[src/hdl/biquad_lowpass_coef_calc_macros.svh]
//------------------------------------------------------------------------------
// biquad_lowpass_coef_calc_macros
// Assertion macros shared by the coefficient calculator.
//------------------------------------------------------------------------------
`ifndef BIQUAD_LOWPASS_COEF_CALC_MACROS_SVH
`define BIQUAD_LOWPASS_COEF_CALC_MACROS_SVH

// same-cycle implication
`define BQLP_ASSERT_IMPL(name, clk, rst_n, ante, cons) \
    name: assert property (@(posedge clk) disable iff (!rst_n) (ante) |-> (cons)) \
        else $error("assertion failed");

// next-cycle implication
`define BQLP_ASSERT_NEXT(name, clk, rst_n, ante, cons) \
    name: assert property (@(posedge clk) disable iff (!rst_n) (ante) |=> (cons)) \
        else $error("assertion failed");

`endif

[src/hdl/bqlp_pkg.sv]
`timescale 1ns / 1ps
//------------------------------------------------------------------------------
// bqlp_pkg
// Types, constants and Taylor divisor tables for the lowpass coefficient
// calculator.
//------------------------------------------------------------------------------
package bqlp_pkg;

    localparam int          COEF_FRAC_BITS_DEF = 28;
    localparam logic [17:0] FS_RESET  = 18'd48000;
    localparam logic [17:0] FS_MIN    = 18'd8000;
    localparam logic [17:0] FS_MAX    = 18'd192000;
    localparam logic [15:0] FC_MIN    = 16'd20;
    localparam logic [15:0] FC_MAX    = 16'd20000;
    localparam logic [15:0] QC_MIN    = 16'd128;
    localparam logic [15:0] QC_MAX    = 16'd5120;
    localparam logic [31:0] PI_Q30    = 32'd3373259426;
    localparam logic [30:0] ONE_Q30   = 31'h4000_0000;
    localparam logic [3:0]  SIN_LAST  = 4'd4;
    localparam logic [3:0]  COS_FIRST = 4'd5;
    localparam logic [3:0]  COS_LAST  = 4'd10;
    localparam int          DIV_STEPS = 31;

    typedef struct packed {
        logic [14:0] fc;
        logic [12:0] qc;
        logic [17:0] fs;
    } bqlp_req_t;

    typedef struct packed {
        logic [31:0] ph;
        logic [12:0] qc;
    } bqlp_phase_t;

    typedef struct packed {
        logic signed [31:0] cosv;
        logic signed [31:0] sinv;
        logic [12:0]        qc;
    } bqlp_trig_t;

    typedef struct packed {
        logic signed [31:0] b0;
        logic signed [31:0] b1;
        logic signed [31:0] b2;
        logic signed [31:0] a1;
        logic signed [31:0] a2;
    } bqlp_coef_t;

    // sine steps 0..4, cosine steps 5..10
    function automatic logic [7:0] taylor_div(input logic [3:0] idx);
        unique case (idx)
            4'd0:    return 8'd110;
            4'd1:    return 8'd72;
            4'd2:    return 8'd42;
            4'd3:    return 8'd20;
            4'd4:    return 8'd6;
            4'd5:    return 8'd132;
            4'd6:    return 8'd90;
            4'd7:    return 8'd56;
            4'd8:    return 8'd30;
            4'd9:    return 8'd12;
            4'd10:   return 8'd2;
            default: return 8'd2;
        endcase
    endfunction

    // floor(2^32 / divisor)
    function automatic logic [31:0] taylor_rcp(input logic [3:0] idx);
        unique case (idx)
            4'd0:    return 32'(64'h1_0000_0000 / 64'd110);
            4'd1:    return 32'(64'h1_0000_0000 / 64'd72);
            4'd2:    return 32'(64'h1_0000_0000 / 64'd42);
            4'd3:    return 32'(64'h1_0000_0000 / 64'd20);
            4'd4:    return 32'(64'h1_0000_0000 / 64'd6);
            4'd5:    return 32'(64'h1_0000_0000 / 64'd132);
            4'd6:    return 32'(64'h1_0000_0000 / 64'd90);
            4'd7:    return 32'(64'h1_0000_0000 / 64'd56);
            4'd8:    return 32'(64'h1_0000_0000 / 64'd30);
            4'd9:    return 32'(64'h1_0000_0000 / 64'd12);
            4'd10:   return 32'(64'h1_0000_0000 / 64'd2);
            default: return 32'(64'h1_0000_0000 / 64'd2);
        endcase
    endfunction

endpackage

[src/hdl/bqlp_if.sv]
`timescale 1ns / 1ps
//------------------------------------------------------------------------------
// bqlp_if
// Valid/ready channels for the request and coefficient sides.
//------------------------------------------------------------------------------
interface bqlp_req_if;
    logic        valid;
    logic        ready;
    logic [15:0] cutoff_hz;
    logic [15:0] q_factor;

    modport source (output valid, output cutoff_hz, output q_factor, input ready);
    modport sink   (input valid, input cutoff_hz, input q_factor, output ready);
endinterface


[src/hdl/bqlp_front.sv]
`timescale 1ns / 1ps
//------------------------------------------------------------------------------
// bqlp_front
// Sample rate register, input clamping and a two-entry request queue.
//------------------------------------------------------------------------------
module bqlp_front
    import bqlp_pkg::*;
(
    input  logic          clk,
    input  logic          rst_n,
    input  logic          cfg_wr_en,
    input  logic [17:0]   cfg_wr_data,
    bqlp_req_if.sink      req,
    output logic          fq_valid,
    input  logic          fq_ready,
    output bqlp_req_t     fq
);

    logic [17:0] fs_reg;
    bqlp_req_t   entry_reg [2];
    logic        wr_ptr_reg;
    logic        rd_ptr_reg;
    logic [1:0]  count_reg;
    logic [1:0]  count_next;
    logic        push;
    logic        pop;
    bqlp_req_t   clamped;

    assign req.ready = (count_reg != 2'd2);
    assign fq_valid  = (count_reg != 2'd0);
    assign fq        = entry_reg[rd_ptr_reg];
    assign push      = req.valid && req.ready;
    assign pop       = fq_valid && fq_ready;

    always_comb
    begin
        priority if (req.cutoff_hz < FC_MIN)
            clamped.fc = 15'(FC_MIN);
        else if (req.cutoff_hz > FC_MAX)
            clamped.fc = 15'(FC_MAX);
        else
            clamped.fc = req.cutoff_hz[14:0];

        priority if (req.q_factor < QC_MIN)
            clamped.qc = 13'(QC_MIN);
        else if (req.q_factor > QC_MAX)
            clamped.qc = 13'(QC_MAX);
        else
            clamped.qc = req.q_factor[12:0];

        priority if (fs_reg < FS_MIN)
            clamped.fs = FS_MIN;
        else if (fs_reg > FS_MAX)
            clamped.fs = FS_MAX;
        else
            clamped.fs = fs_reg;
    end

    always_comb
    begin
        unique case ({push, pop})
            2'b10:   count_next = count_reg + 2'd1;
            2'b01:   count_next = count_reg - 2'd1;
            default: count_next = count_reg;
        endcase
    end

    always_ff @(posedge clk or negedge rst_n)
    begin
        if (!rst_n)
        begin
            fs_reg     <= FS_RESET;
            wr_ptr_reg <= 1'b0;
            rd_ptr_reg <= 1'b0;
            count_reg  <= 2'd0;
        end
        else
        begin
            if (cfg_wr_en)
                fs_reg <= cfg_wr_data;
            if (push)
                wr_ptr_reg <= ~wr_ptr_reg;
            if (pop)
                rd_ptr_reg <= ~rd_ptr_reg;
            count_reg <= count_next;
        end
    end

    always_ff @(posedge clk)
    begin
        if (push)
            entry_reg[wr_ptr_reg] <= clamped;
    end

endmodule

[src/flat_wrapper.sv]
// flat-port wrapper written by rule: the top's interface ports become plain ports
module bqlp_front_flat import bqlp_pkg::*;
  (clk, rst_n, cfg_wr_en, cfg_wr_data, fq_valid, fq_ready, fq, req_valid, req_cutoff_hz, req_q_factor, req_ready);
  bqlp_req_if req_i ();
  input  logic clk;
  input  logic rst_n;
  input  logic cfg_wr_en;
  input  logic [17:0] cfg_wr_data;
  output logic fq_valid;
  input  logic fq_ready;
  output bqlp_req_t fq;
  input wire logic [$bits(req_i.valid)-1:0] req_valid;
  input wire logic [$bits(req_i.cutoff_hz)-1:0] req_cutoff_hz;
  input wire logic [$bits(req_i.q_factor)-1:0] req_q_factor;
  output wire logic [$bits(req_i.ready)-1:0] req_ready;
  assign req_i.valid = req_valid;
  assign req_i.cutoff_hz = req_cutoff_hz;
  assign req_i.q_factor = req_q_factor;
  assign req_ready = req_i.ready;
  bqlp_front u_core (.clk(clk), .rst_n(rst_n), .cfg_wr_en(cfg_wr_en), .cfg_wr_data(cfg_wr_data), .req(req_i), .fq_valid(fq_valid), .fq_ready(fq_ready), .fq(fq));
endmodule
[config.mk]
export PLATFORM = sky130hd
export DESIGN_NAME = bqlp_front_flat
export DESIGN_NICKNAME = d
export VERILOG_FILES = /design/src/hdl/biquad_lowpass_coef_calc_macros.svh /design/src/hdl/bqlp_pkg.sv /design/src/hdl/bqlp_if.sv /design/src/hdl/bqlp_front.sv /design/src/flat_wrapper.sv
export SDC_FILE = /design/constraint.sdc
export NUM_CORES = 1
export LEC_CHECK = 0
export ABC_CLOCK_PERIOD_IN_PS = 7340
export BUFFER_PORTS_ARGS = -buffer_cell sky130_fd_sc_hd__buf_4
export CORE_MARGIN = 2
export CORE_UTILIZATION = 55
export DETAILED_ROUTE_END_ITERATION = 8
export PLACE_DENSITY_LB_ADDON = 0.25
export SYNTH_ARGS = -nofsm -noshare
export SYNTH_HDL_FRONTEND = slang
export SYNTH_SLANG_ARGS = --single-unit
[constraint.sdc]
create_clock -name clk -period 7.34 [get_ports clk]
set_clock_uncertainty 0.05 [all_clocks]
set_input_delay 1.101 -clock clk [delete_from_list [all_inputs] [get_ports clk]]
set_output_delay 1.101 -clock clk [all_outputs]
set_load 0.02 [all_outputs]
# Yosys cells after proc, flatten, opt, wreduce, memory -nomap -nowiden
# Memories as Yosys holds them, arrays and structs flattened.
# Cells that the tools add are included.
# totals
reg_bits,22
mem_bits_rw,92
input_bits,55
output_inout_bits,48
wordCells,31
n_memories,1
# op_classes
n_addsub,2
magnitude_cmp,6
n_eq_ne,3
n_mux,9
n_bitwise,2
reduce_logical,4
# mem_list
memory,depth,word_bits,rd,rd_clocked_by_memory_dff,wr,line_no,source
u_core.entry_reg,2,46,1,0,1,bqlp_front.sv:20,bqlp_req_t entry_reg [2];
# ops
cell,count
18-bit two-way mux,2
15-bit two-way mux,2
13-bit two-way mux,2
"18-bit > comparator, second input constant",1
"18-bit by 13-bit < comparator with 1-bit output, second input constant",1
"16-bit by 13-bit > comparator with 1-bit output, second input constant",1
"16-bit by 15-bit > comparator with 1-bit output, second input constant",1
"16-bit by 5-bit < comparator with 1-bit output, second input constant",1
"16-bit by 8-bit < comparator with 1-bit output, second input constant",1
2-bit case mux with 2 select lines,1
2-bit nonzero test,2
"2-bit by 1-bit adder with 2-bit output, second input constant",1
"2-bit by 1-bit equality test with 1-bit output, second input constant",1
"2-bit equality test, second input constant",1
1-bit logical AND,2
1-bit two-way mux,2
"2-bit inequality test, second input constant",1
1-bit inverter,2
"2-bit by 1-bit subtractor with 2-bit output, second input constant",1

# Longest topological paths before layout
# Gate-level depths: netlist of the first run.
# depth
depth_word,4
mapped_depth,6
depth_no_buf,6

# Worst setup path after synthesis of the first run
# OpenSTA, ideal clock, no wires.
# synth_timing
kind,input port to flip-flop
startpoint,input port req_valid
endpoint,memory u_core.entry_reg[0][0] (netlist bit) (enable)
setup_time_ps,450
t_arrival_ps,3135
t_required_ps,6840
slack_ps,3705
stages,2
n_path_buf,0
path_cell_list,nand2_1 nor2_1
# synth_between
elab_chain_cells,3
# synth_lines
item,line_no,source
start: declaration,flat_wrapper.sv:12,input wire logic [$bits(req_i.valid)-1:0] req_valid;
1-bit logical AND,bqlp_front.sv:32,assign push = req.valid && req.ready;
1-bit two-way mux,bqlp_front.sv:91,if (push)
1-bit two-way mux (implied by the code),bqlp_front.sv:92,entry_reg[wr_ptr_reg] <= clamped;
end: declaration,bqlp_front.sv:20,
# Every way passes these cells.

==> tab_implementation.tex, run 1 <==
\begin{tabular}{lr}
\hline
Metric & Value \\
\hline
\multicolumn{2}{l}{\textbf{Layout}} \\
\quad Seq. cell area & 3323 um2 \\
\quad Total area of multi-input combinational cells & 1384 um2 \\
\quad Total Nets Final & 457 \\
\quad Largest register FFs & 92 \\
\quad Diode count & 0 \\
\quad Layout area overhead & 30.84\% \\
\quad Layout cells sized above 1 & 51.93\% \\
\quad Number of inserted filler cells in the final layout & 514 \\
\multicolumn{2}{l}{\textbf{Synth}} \\
\quad Post-synthesis sequential area ratio & 70.05\% \\
\quad Number of enable flip-flop cells after synthesis & 92 \\
\quad Netlist area before placement & 4742 um2 \\
\quad Primary flip-flop cell chosen by synthesis mapping & edfxtp\_1 \\
\quad Synthesized flop and latch total & 114 \\
\quad Synthesized Nets & 344 \\
\quad Cells after Synth & 288 \\
\quad Library cells used by synthesis & 40 \\
\quad Mean Syn Cell Area & 16.47 um2 \\
\quad Top post-synthesis cells by area & edfxtp\_1 (58\%), mux2\_2 (15\%), dfrtp\_1 (7.9\%) \\
\quad Top cell type by total area after synthesis & edfxtp\_1 \\
\quad Most repeated cell in the gate-level netlist after synthesis & edfxtp\_1 \\
\quad Synth async-reset ratio & 19.30\% \\
\quad Top cells by instance count after synthesis & edfxtp\_1 (92), mux2\_2 (62), and2\_1 (16), dfrtp\_1 (15), nor3b\_1 (11) \\
\quad Number of warnings reported in the yosys synthesis log & 0 \\
\quad Fraction of post-synthesis cell area in the top cell type by area & 58.26\% \\
\multicolumn{2}{l}{\textbf{GRT}} \\
\quad Vias in the first global route & 2,944 \\
\quad Initial antenna violation count & 0 \\
\quad Wire length of the first global-routing pass & 14,490 um \\
\quad GR Util All Layers & 19.77\% \\
\quad Maximum number of pins on one net before global-route repair & 48 \\
\quad Overall overflow remaining after global route & 0 \\
\multicolumn{2}{l}{\textbf{Flow run}} \\
\quad Number of max-cap violations & 0 \\
\multicolumn{2}{l}{\textbf{Setup path}} \\
\quad WP data arrival & 2.21 ns \\
\quad Library cell contributing the largest single delay on the critical path & dfrtp\_2 \\
\quad Worst reg-to-reg setup slack & 5.31 ns \\
\quad Cell family contributing the most delay on the critical path & flip-flops \\
\quad Critical Path Fanout Max & 47 \\
\quad Crit-path max cell delay & 1.08 ns \\
\quad CP Launch Type & flop \\
\quad Ordered list of cells on the worst path & mux2\_2 > buf\_4 \\
\quad Endpoint type of the worst setup path & output pin \\
\quad Critical path data required time & 6.19 ns \\
\quad Number of buffer and inverter stages on the critical path & 1 \\
\quad Worst setup path class & reg -> out \\
\multicolumn{2}{l}{\textbf{Clock network}} \\
\quad Setup Fix Bufs, Post-CTS & 0 \\
\quad Library cell used as clock root buffer & clkbuf\_8 \\
\quad Max Root-Sink Buffers & 2 \\
\quad Sink Count & 114 \\
\quad Clock tree from TritonCTS & built \\
\quad Inserted Clock Buffers & 17 \\
\quad Clock Latency Late Sink & 0.50 ns \\
\quad Post-CTS sizing & 0 \\
\quad CTS hold repair buffers & 0 \\
\quad Clock transition time at the flip-flop clock pins of the worst setup and hold paths & 0.05 ns \\
\quad Number of H-tree branching levels & 4 \\
\multicolumn{2}{l}{\textbf{Timing}} \\
\quad Final setup TNS & 0 ns \\
\quad Fraction of the cycle the final worst path needs & 45.75\% \\
\quad Relative slew margins & 27.70\% \\
\quad Fmax & 297.8 MHz \\
\quad Crit path time final & 3.358 ns \\
\quad Final Hold Viols & 0 \\
\quad Worst hold slack & 0.4223 ns \\
\quad Transition time of the tightest slew-check pin & 1.085 ns \\
\quad Finish-stage setup viols & 0 \\
\quad Final number of max-transition violations & 0 \\
\quad RSZ-0062 raised after global routing & no \\
\multicolumn{2}{l}{\textbf{Route}} \\
\quad Drc violations & 0 \\
\quad Via density per instance & 5.520 \\
\quad First-pass detailed-route iteration total & 4 \\
\quad Violation count after the first detailed-routing iteration & 169 \\
\quad Routed len/inst & 17.07 um \\
\quad Final Routed Wirelength & 8858 um \\
\quad Residual antenna-violating net count after detailed routing & 0 \\
\quad Total vias in the final route & 2,865 \\
\multicolumn{2}{l}{\textbf{Floorplan}} \\
\quad Horizontal extent of the die & 96.86 um \\
\quad Vertical extent of the die & 96.86 um \\
\quad Top-Level Pins & 103 \\
\quad Area of the placeable core & 8299 um2 \\
\quad Initial Util & 57.14\% \\
\quad Number of core rows & 33 \\
\quad Full die area & 9381 um2 \\
\multicolumn{2}{l}{\textbf{Place}} \\
\quad Placer congestion estimate & 0.7768 \\
\quad HPWL after detailed placement & 5818 um \\
\quad Port Buffer Count & 102 \\
\multicolumn{2}{l}{\textbf{Pwr}} \\
\quad Power per unit of standard cell area & 395.4 nW/um2 \\
\quad Power after layout & 2453 uW \\
\quad Peak ir drop on the vdd network & 333.7 uV \\
\quad Leakage power & 0.002374 uW \\
\multicolumn{2}{l}{\textbf{Min path}} \\
\quad Path class of the lowest-slack min-delay path & in -> async \\
\multicolumn{2}{l}{\textbf{Run status}} \\
\quad Run status & finished, final reports clean \\
\hline
\end{tabular}
## final cells by class
| class | count | area share [%] |
|---|---|---|
| clock inverter | 11 | 2.198 |
| sequential | 114 | 53.56 |
| timing repair buffer | 103 | 12.46 |
| clock buffer | 21 | 7.239 |
| tap | 105 | 2.117 |
| inverter | 2 | 0.1210 |
| multi-input combinational | 163 | 22.30 |
## stage by stage
stage          std cells  util (%)  setup slack [ns]  instance area, um2
2_1_floorplan        288         -             3.705                4742
3_3_place_gp         487     67.71             4.486                5619
3_5_place_dp         487     67.71             4.499                5619
4_1_cts              519     74.76             3.960                6205
5_1_grt              519     74.76             3.852                6205
6_report             519     74.76             3.982                6205
## where the power goes
| part | switching, uW | total, uW | internal, uW |
|---|---|---|---|
| Clock | 267 | 797 | 530 |
| Combinational | 354 | 687 | 332 |
| Sequential | 95.7 | 969 | 874 |
| Total | 717 | 2450 | 1740 |
## layer usage
| layer | vias to the layer above | track usage, % | part of all wire, % |
|---|---|---|---|
| met5 | - | 0 | 0 |
| met4 | 0 | 8.884 | 1.6 |
| met3 | 15 | 6.358 | 5.7 |
| met2 | 107 | 31.73 | 50 |
| met1 | 1410 | 24.68 | 42 |
| li1 | 1333 | - | - |
## cells in the final DEF, fill, tap and decap left out, types with 4 or more instances in the layout
master,n
dfrtp_1,14
or3_1,5
and2_1,16
nand2_1,6
nor4_1,6
clkbuf_16,16
buf_4,103
edfxtp_1,92
dfstp_2,7
nor3_1,4
nand2b_1,5
o21ai_0,4
mux2_2,62
nor2_1,5
or2_2,6
nor3b_1,11
clkinv_2,4
## kinds of logic (layout without fill, tap and decap cells)
kind of cell	count (synthesis)	count (layout)	synth area share, %
buffers and inverters	11	137	0.9498
AND/OR/NAND/NOR	78	78	10.37
adder cells (fa/ha/maj)	1	1	0.2638
flip-flops	114	114	70.05
XOR/XNOR	5	5	0.9237
multiplexers	62	62	14.72
AO/OA/AOI/OAI	17	17	2.718
## path summary, 6_finish.rpt
kind                                      from                       to  cells past startpoint
max reg2reg                  u_core.fs_reg[17]  u_core.entry_reg[1][11]                      4
min reg2reg                u_core.count_reg[1]      u_core.count_reg[1]                      1
max                          u_core.rd_ptr_reg                   fq[33]                      2
min                                      rst_n        u_core.fs_reg[17]                      1
min in group clk           u_core.count_reg[1]      u_core.count_reg[1]                      1
max in group asynchronous                rst_n         u_core.fs_reg[8]                      1
No activity file was read; power rests on OpenSTA's default activity.
==> run 2, diff against run 1 <==
- ABC_CLOCK_PERIOD_IN_PS: 7340 -> 2900
- CORE_UTILIZATION: 55 -> 49
- clock period: 7.34 -> 2.9 ns (I/O delays scaled with it)
==> run 2 against run 1 <==
Against the previous run:
- core utilization shrank 7.0 points
- clock power grew to 2.6 times the previous value
- hold slack lost 0.32 ns
- total power grew to 2.6 times the previous value
- critical path depth grew 1
- combinational power grew to 2.7 times the previous value
- critical path type unchanged
- largest power group unchanged
==> tab_implementation.tex, run 2 (synthesis gave the netlist of run 1 again) <==
\begin{tabular}{lr}
\hline
Metric & Value \\
\hline
\multicolumn{2}{l}{\textbf{Run status}} \\
\quad Run status & finished, final reports clean \\
\multicolumn{2}{l}{\textbf{Clock network}} \\
\quad Number of H-tree branching levels & 4 (unchanged) \\
\quad Setup Fix Bufs, Post-CTS & 0 (unchanged) \\
\quad Clock Latency Late Sink & 0.49 ns (about the same) \\
\quad Library cell used as clock root buffer & clkbuf\_8 \\
\quad Max Root-Sink Buffers & 2 (unchanged) \\
\quad Sink Count & 114 (unchanged) \\
\quad Post-CTS sizing & 0 (unchanged) \\
\quad Inserted Clock Buffers & 17 (unchanged) \\
\quad Clock tree from TritonCTS & built \\
\quad Clock transition time at the flip-flop clock pins of the worst setup and hold paths & 0.06 ns (about the same) \\
\multicolumn{2}{l}{\textbf{Pwr}} \\
\quad Leakage power & 0.002409 uW (+1.5\%) \\
\quad Power per unit of standard cell area & 994.3 nW/um2 (+150\%) \\
\quad Peak ir drop on the vdd network & 469.9 uV (+41\%) \\
\multicolumn{2}{l}{\textbf{Place}} \\
\quad Placed Instances & 513 (+5.3\%) \\
\quad Port Buffer Count & 102 (unchanged) \\
\quad Placer congestion estimate & 0.8337 (+7.3\%) \\
\quad Placed Instance Area & 5702 um2 (+1.5\%) \\
\quad HPWL after detailed placement & 6053 um (+4.0\%) \\
\multicolumn{2}{l}{\textbf{Route}} \\
\quad Residual antenna-violating net count after detailed routing & 0 (unchanged) \\
\quad Via density per instance & 5.212 (-5.6\%) \\
\quad Final Routed Wirelength & 8925 um (+0.76\%) \\
\quad Drc violations & 0 (unchanged) \\
\quad Violation count after the first detailed-routing iteration & 79 (-53\%) \\
\quad Total vias in the final route & 2,846 (-0.66\%) \\
\quad Routed len/inst & 16.35 um (-4.2\%) \\
\quad First-pass detailed-route iteration total & 4 (unchanged) \\
\multicolumn{2}{l}{\textbf{Timing}} \\
\quad Transition time of the tightest slew-check pin & 0.6217 ns (-0.4628 ns) \\
\quad Crit path time final & 2.472 ns \\
\quad Relative slew margins & 58.40\% (+31 points) \\
\quad Worst hold slack & 0.1046 ns (-0.3177 ns) \\
\quad Final setup TNS & 0 ns (unchanged) \\
\quad Final Hold Viols & 0 (unchanged) \\
\quad Final number of max-transition violations & 0 (unchanged) \\
\quad Fmax & 404.6 MHz \\
\quad RSZ-0062 raised after global routing & no \\
\quad Finish-stage setup viols & 0 (unchanged) \\
\quad Fraction of the cycle the final worst path needs & 85.24\% \\
\multicolumn{2}{l}{\textbf{Floorplan}} \\
\quad Full die area & 10,480 um2 (+12\%) \\
\quad Vertical extent of the die & 102.4 um (+5.7\%) \\
\quad Number of core rows & 35 (+6.1\%) \\
\quad Horizontal extent of the die & 102.4 um (+5.7\%) \\
\quad Top-Level Pins & 103 (unchanged) \\
\quad Initial Util & 50.84\% (-6.3 points) \\
\quad Area of the placeable core & 9328 um2 (+12\%) \\
\multicolumn{2}{l}{\textbf{Layout}} \\
\quad Diode count & 0 (unchanged) \\
\quad Area of all placed cells without fillers & 6321 um2 (+1.9\%) \\
\quad Total Nets Final & 460 (+0.66\%) \\
\quad Most common library cell in the layout ignoring fill and taps & buf\_4 \\
\quad Total area of multi-input combinational cells & 1384 um2 (unchanged) \\
\quad Non-filler instance count after layout & 546 (+5.2\%) \\
\quad Layout area overhead & 33.30\% \\
\quad Number of inserted filler cells in the final layout & 666 (+30\%) \\
\quad Layout cells sized above 1 & 52.76\% (+0.83 points) \\
\quad Top library cells by usage in the layout, fill and taps aside & buf\_4 (102), edfxtp\_1 (92), mux2\_2 (62) \\
\quad Largest register FFs & 92 (unchanged) \\
\quad Seq. cell area & 3323 um2 (unchanged) \\
\multicolumn{2}{l}{\textbf{GRT}} \\
\quad Overall overflow remaining after global route & 0 (unchanged) \\
\quad Vias in the first global route & 2,917 (-0.92\%) \\
\quad GR Util All Layers & 17.72\% (-2.1 points) \\
\quad Wire length of the first global-routing pass & 13,800 um (-4.8\%) \\
\quad Initial antenna violation count & 0 (unchanged) \\
\quad Maximum number of pins on one net before global-route repair & 29 (-40\%) \\
\multicolumn{2}{l}{\textbf{Setup path}} \\
\quad Critical path data required time & 2.41 ns (-3.78 ns) \\
\quad Library cell contributing the largest single delay on the critical path & dfrtp\_2 \\
\quad Critical Path Fanout Max & 26 (-45\%) \\
\quad CP Launch Type & flop \\
\quad Cell family contributing the most delay on the critical path & flip-flops \\
\quad Worst setup path class & reg -> out \\
\quad WP data arrival & 1.99 ns (-0.22 ns) \\
\quad Endpoint type of the worst setup path & output pin \\
\quad Crit-path max cell delay & 0.70 ns (-0.38 ns) \\
\quad Number of buffer and inverter stages on the critical path & 2 (+1) \\
\quad Ordered list of cells on the worst path & buf\_12 > mux2\_2 > buf\_4 \\
\multicolumn{2}{l}{\textbf{Flow run}} \\
\quad Number of max-cap violations & 0 (unchanged) \\
\multicolumn{2}{l}{\textbf{Min path}} \\
\quad Path class of the lowest-slack min-delay path & in -> reg \\
\hline
\end{tabular}
-- run 2: worst paths after layout --
check | startpoint | end | slack, ns | cells past startpoint
worst min-delay path | cfg_wr_data[8] | u_core.fs_reg[8] | 0.10 | 3
min in group asynchronous | rst_n | u_core.fs_reg[17] | 0.32 | 2
worst max-delay path | u_core.rd_ptr_reg | fq[32] | 0.43 | 3
worst min register to register | u_core.count_reg[1] | u_core.count_reg[1] | 0.43 | 1
worst max register to register | u_core.fs_reg[13] | u_core.entry_reg[0][11] | 0.87 | 4
max in group asynchronous | rst_n | u_core.fs_reg[12] | 2.20 | 2
-- run 2: power by group --
group          switching (uW)  internal, uW  total (uW)
Combinational             979           893        1870
Sequential                168          2210        2370
Clock                     706          1330        2040
-- run 2: metal layers --
layer	global-route usage (%)	vias to the layer above	share of wire (%)
met5	0	-	0
met4	6.154	0	0.74
met3	5.062	6	4.6
met2	31.98	86	53
met1	20.13	1408	42
li1	-	1346	-
-- run 2: worst min-delay path: cells and delay by family --
family                 cells  cell delay [ns]
buffers and inverters      1             0.07
AOI/OAI and AO/OA          1             0.06
and+or+nand+nor            1             0.04
-- run 2: what timing repair did --
action	CTS	global route
hold buffers	1	0
endpoints found under the setup margin	0	0
endpoints found under the hold margin	15	0
-- run 2: final cells by class --
type	instances	area share (%)
clock buffer	22	8.175
clock inverter	10	1.465
inverter	2	0.1188
multi-input combinational	163	21.89
sequential	114	52.57
tap	129	2.553
timing repair buffer	106	13.22
-- run 2: per-stage QoR --
| step | util, % | setup WS (ns) | total power, uW |
|---|---|---|---|
| after floorplan | - | 0.4244 | 3511 |
| after global placement | 61.13 | 0.8600 | 4271 |
| after detailed placement | 61.13 | 0.7807 | 4305 |
| after CTS | 67.77 | 0.3748 | 6360 |
| after global routing | 67.77 | 0.3196 | 6559 |
| final | 67.77 | 0.4282 | 6285 |
==> run 3, diff against run 2 <==
- ABC_AREA: not set -> 1
- CAP_MARGIN: not set -> 20
- SLEW_MARGIN: not set -> 10
==> run 3 against run 2 <==
Against the previous run:
- total power up 4.0%
- hold slack got worse by 0.017 ns
- final cell count is 37% higher
- critical endpoint is now fq[43]
- largest power group unchanged
- combinational power up 12%
- fmax rose by 6.7%
- routed wire length rose by 12%
==> tab_implementation.tex, run 3 <==
\begin{tabular}{lr}
\hline
Metric & Value \\
\hline
\multicolumn{2}{l}{\textbf{Run status}} \\
\quad Run status & finished, final reports clean \\
\multicolumn{2}{l}{\textbf{Synth}} \\
\quad Top post-synthesis cells by area & edfxtp\_1 (56\%), nand2\_1 (17\%), dfrtp\_1 (7.6\%) \\
\quad Most repeated cell in the gate-level netlist after synthesis & nand2\_1 \\
\quad Top cells by instance count after synthesis & nand2\_1 (217), edfxtp\_1 (92), nor2\_1 (53), inv\_1 (34), dfrtp\_1 (15) \\
\quad Top cell type by total area after synthesis & edfxtp\_1 \\
\quad Synth async-reset ratio & 19.30\% (unchanged) \\
\quad Library cells used by synthesis & 26 (-35\%) \\
\quad Number of enable flip-flop cells after synthesis & 92 (unchanged) \\
\quad Number of warnings reported in the yosys synthesis log & 0 (unchanged) \\
\quad Netlist area before placement & 4930 um2 (+4.0\%) \\
\quad Synthesized flop and latch total & 114 (unchanged) \\
\quad Cells after Synth & 491 (+70\%) \\
\quad Mean Syn Cell Area & 10.04 um2 (-39\%) \\
\quad Fraction of post-synthesis cell area in the top cell type by area & 56.04\% (-2.2 points) \\
\quad Primary flip-flop cell chosen by synthesis mapping & edfxtp\_1 \\
\quad Synthesized Nets & 547 (+59\%) \\
\quad Post-synthesis sequential area ratio & 67.39\% (-2.7 points) \\
\multicolumn{2}{l}{\textbf{GRT}} \\
\quad Maximum number of pins on one net before global-route repair & 48 (+66\%) \\
\quad Vias in the first global route & 3,540 (+21\%) \\
\quad Wire length of the first global-routing pass & 16,100 um (+17\%) \\
\quad GR Util All Layers & 18.83\% (+1.1 points) \\
\quad Met1 capacity usage during global routing & 22.81\% (+2.7 points) \\
\quad GR peak layer & met2 \\
\quad Met3 global-route usage & 5.514\% (+0.45 points) \\
\quad Overall overflow remaining after global route & 0 (unchanged) \\
\quad Initial antenna violation count & 0 (unchanged) \\
\quad Met2 track demand over resource & 32.21\% (+0.23 points) \\
\multicolumn{2}{l}{\textbf{Clock network}} \\
\quad Max Root-Sink Buffers & 2 (unchanged) \\
\quad Sink Count & 114 (unchanged) \\
\quad Post-CTS sizing & 0 (unchanged) \\
\quad Clock Latency Late Sink & 0.51 ns (+0.02 ns) \\
\quad Inserted Clock Buffers & 17 (unchanged) \\
\quad Clock transition time at the flip-flop clock pins of the worst setup and hold paths & 0.05 ns (about the same) \\
\quad Setup Fix Bufs, Post-CTS & 0 (unchanged) \\
\quad Number of H-tree branching levels & 4 (unchanged) \\
\quad Clock tree from TritonCTS & built \\
\quad Library cell used as clock root buffer & clkbuf\_8 \\
\multicolumn{2}{l}{\textbf{Floorplan}} \\
\quad Number of core rows & 36 (+2.9\%) \\
\quad Vertical extent of the die & 104.3 um (+1.9\%) \\
\quad Top-Level Pins & 103 (unchanged) \\
\quad Area of the placeable core & 9774 um2 (+4.8\%) \\
\quad Full die area & 10,880 um2 (+3.8\%) \\
\quad Horizontal extent of the die & 104.3 um (+1.9\%) \\
\quad Initial Util & 50.44\% (-0.40 points) \\
\multicolumn{2}{l}{\textbf{Route}} \\
\quad Routed len/inst & 13.40 um (-18\%) \\
\quad Total vias in the final route & 3,626 (+27\%) \\
\quad Violation count after the first detailed-routing iteration & 246 (+210\%) \\
\quad Residual antenna-violating net count after detailed routing & 0 (unchanged) \\
\quad Final Routed Wirelength & 10,010 um (+12\%) \\
\quad Via density per instance & 4.854 (-6.9\%) \\
\quad First-pass detailed-route iteration total & 5 (+1) \\
\quad Drc violations & 0 (unchanged) \\
\multicolumn{2}{l}{\textbf{Setup path}} \\
\quad Worst Reg2Reg Path Length in Cells & 5 (+1) \\
\quad Critical path data required time & 2.41 ns (about the same) \\
\quad CP Launch Type & flop \\
\quad Worst reg-to-reg setup slack & 1.11 ns (+0.24 ns) \\
\quad Endpoint type of the worst setup path & output pin \\
\quad Critical Path Fanout Max & 43 (+65\%) \\
\quad Origin of the critical flop-to-flop path & u\_core.count\_reg[0] \\
\quad WP data arrival & 1.83 ns (-0.16 ns) \\
\quad Reg2Reg Capture Point & u\_core.entry\_reg[1][43] \\
\quad Worst setup path class & reg -> out \\
\quad Critical path launch point & u\_core.rd\_ptr\_reg \\
\multicolumn{2}{l}{\textbf{Pwr}} \\
\quad Sw power & 2164 uW (+17\%) \\
\quad Cell Int Power & 4371 uW (-1.4\%) \\
\quad Power per unit of standard cell area & 1013 nW/um2 (+1.8\%) \\
\quad Peak ir drop on the vdd network & 564.9 uV (+20\%) \\
\quad Power after layout & 6535 uW (+4.0\%) \\
\quad Switching share of power & 33.11\% (+3.6 points) \\
\quad Leakage power & 0.002943 uW (+22\%) \\
\quad Clock group share of total power & 32.7\% (+0.2 points) \\
\quad Combinational share of power & 32.0\% (+2.2 points) \\
\quad Seq pwr share & 35.3\% (-2.5 points) \\
\multicolumn{2}{l}{\textbf{Min path}} \\
\quad Hold Startpoint & cfg\_wr\_data[12] \\
\quad Path class of the lowest-slack min-delay path & in -> reg \\
\quad Endpoint with the worst hold slack & u\_core.fs\_reg[12] \\
\quad Number of cells traversed by the worst hold path & 3 (unchanged) \\
\multicolumn{2}{l}{\textbf{Timing}} \\
\quad Final setup TNS & 0 ns (unchanged) \\
\quad Final number of max-transition violations & 0 (unchanged) \\
\quad Relative slew margins & 57.17\% (-1.2 points) \\
\quad Finish-stage setup viols & 0 (unchanged) \\
\quad RSZ-0062 raised after global routing & no \\
\quad Fraction of the cycle the final worst path needs & 79.89\% (-5.3 points) \\
\quad Final Hold Viols & 0 (unchanged) \\
\quad Fmax & 431.6 MHz (+6.7\%) \\
\quad Transition time of the tightest slew-check pin & 0.6425 ns (+0.02076 ns) \\
\quad Crit path time final & 2.317 ns (-0.1549 ns) \\
\multicolumn{2}{l}{\textbf{Place}} \\
\quad Port Buffer Count & 102 (unchanged) \\
\quad Placer congestion estimate & 0.7522 (-9.8\%) \\
\quad HPWL after detailed placement & 6529 um (+7.9\%) \\
\multicolumn{2}{l}{\textbf{Layout}} \\
\quad Total Nets Final & 657 (+43\%) \\
\quad Largest register FFs & 92 (unchanged) \\
\quad Layout area overhead & 30.91\% \\
\quad Diode count & 0 (unchanged) \\
\quad Most common library cell in the layout ignoring fill and taps & nand2\_1 \\
\quad Number of inserted filler cells in the final layout & 750 (+13\%) \\
\quad Layout cells sized above 1 & 26.87\% (-26 points) \\
\quad Top library cells by usage in the layout, fill and taps aside & nand2\_1 (217), buf\_4 (106), edfxtp\_1 (92) \\
\multicolumn{2}{l}{\textbf{Flow run}} \\
\quad Number of max-cap violations & 0 (unchanged) \\
\hline
\end{tabular}
## run 3: layout make-up
| type | count | area, um2 | share of cell area [%] |
|---|---|---|---|
| clock inverters | 13 | 183.9 | 2.850 |
| flip-flops and latches | 114 | 3322 | 51.47 |
| well taps | 133 | 166.4 | 2.579 |
| repair buffers | 107 | 805.8 | 12.49 |
| clock buffers | 19 | 441.7 | 6.844 |
| multi-input cells | 323 | 1389 | 21.52 |
| inverters | 38 | 145.1 | 2.249 |
## run 3: logic make-up (layout without fill, tap and decap cells)
logic type,Yosys count,after routing,synth area share [%]
and+or+nand+nor,297,297,23.83
DFF,114,114,67.39
buffers and inverters,54,177,4.746
AOI/OAI and AO/OA,14,14,1.421
muxes,8,8,1.827
xor gates and xnor gates,3,3,0.5331
adders and majority gates,1,1,0.2538
## run 3: worst max path at each step
stage                                          to  slack [ns]  depth (start not counted)
final                                      fq[43]        0.58                          5
after global placement    u_core.entry_reg[1][30]        1.13                          5
after CTS                                  fq[43]        0.56                          5
after floorplan            u_core.entry_reg[1][0]        0.43                          4
after detailed placement  u_core.entry_reg[1][30]        1.11                          5
after global routing                       fq[43]        0.43                          5
## run 3: power by group through the flow
stage | clock, uW | combinational (uW) | sequential (uW)
after floorplan | 0 | 1260 | 2310
after global placement | 0 | 2090 | 2330
after detailed placement | 0 | 2110 | 2340
after CTS | 2160 | 2120 | 2310
after global routing | 2240 | 2280 | 2340
final | 2140 | 2090 | 2310
## run 3: critical path: stages, from the launching register on
cell and delay, ns:
dfrtp_1 0.37, inv_1 0.13, buf_4 0.44, nand2_1 0.12, nand2_1 0.11, buf_4 0.14
## run 3: layer usage
layer | vias to the layer above | part of all wire, %
met4 | 0 | 1.2
met2 | 109 | 51
met1 | 1697 | 42
met5 | - | 0
li1 | 1809 | -
met3 | 11 | 5.5
## run 3: what timing repair did
| action | CTS | global route |
|---|---|---|
| endpoints found under the setup margin | 0 | 0 |
| hold buffers | 1 | 0 |
| hold endpoints to repair | 15 | 0 |
## run 3: stage by stage
step / std cells / hold WS, ns / util (%) / setup WS, ns / instance area [um2]
floorplan: 491 / 0.08941 / - / 0.4327 / 4935
global placement: 714 / 0.2866 / 59.52 / 1.132 / 5818
detailed placement: 714 / 0.2910 / 59.52 / 1.109 / 5818
CTS: 747 / 0.07334 / 66.03 / 0.5637 / 6454
global route: 747 / 0.08226 / 66.03 / 0.4326 / 6454
finish: 747 / 0.08731 / 66.03 / 0.5831 / 6454
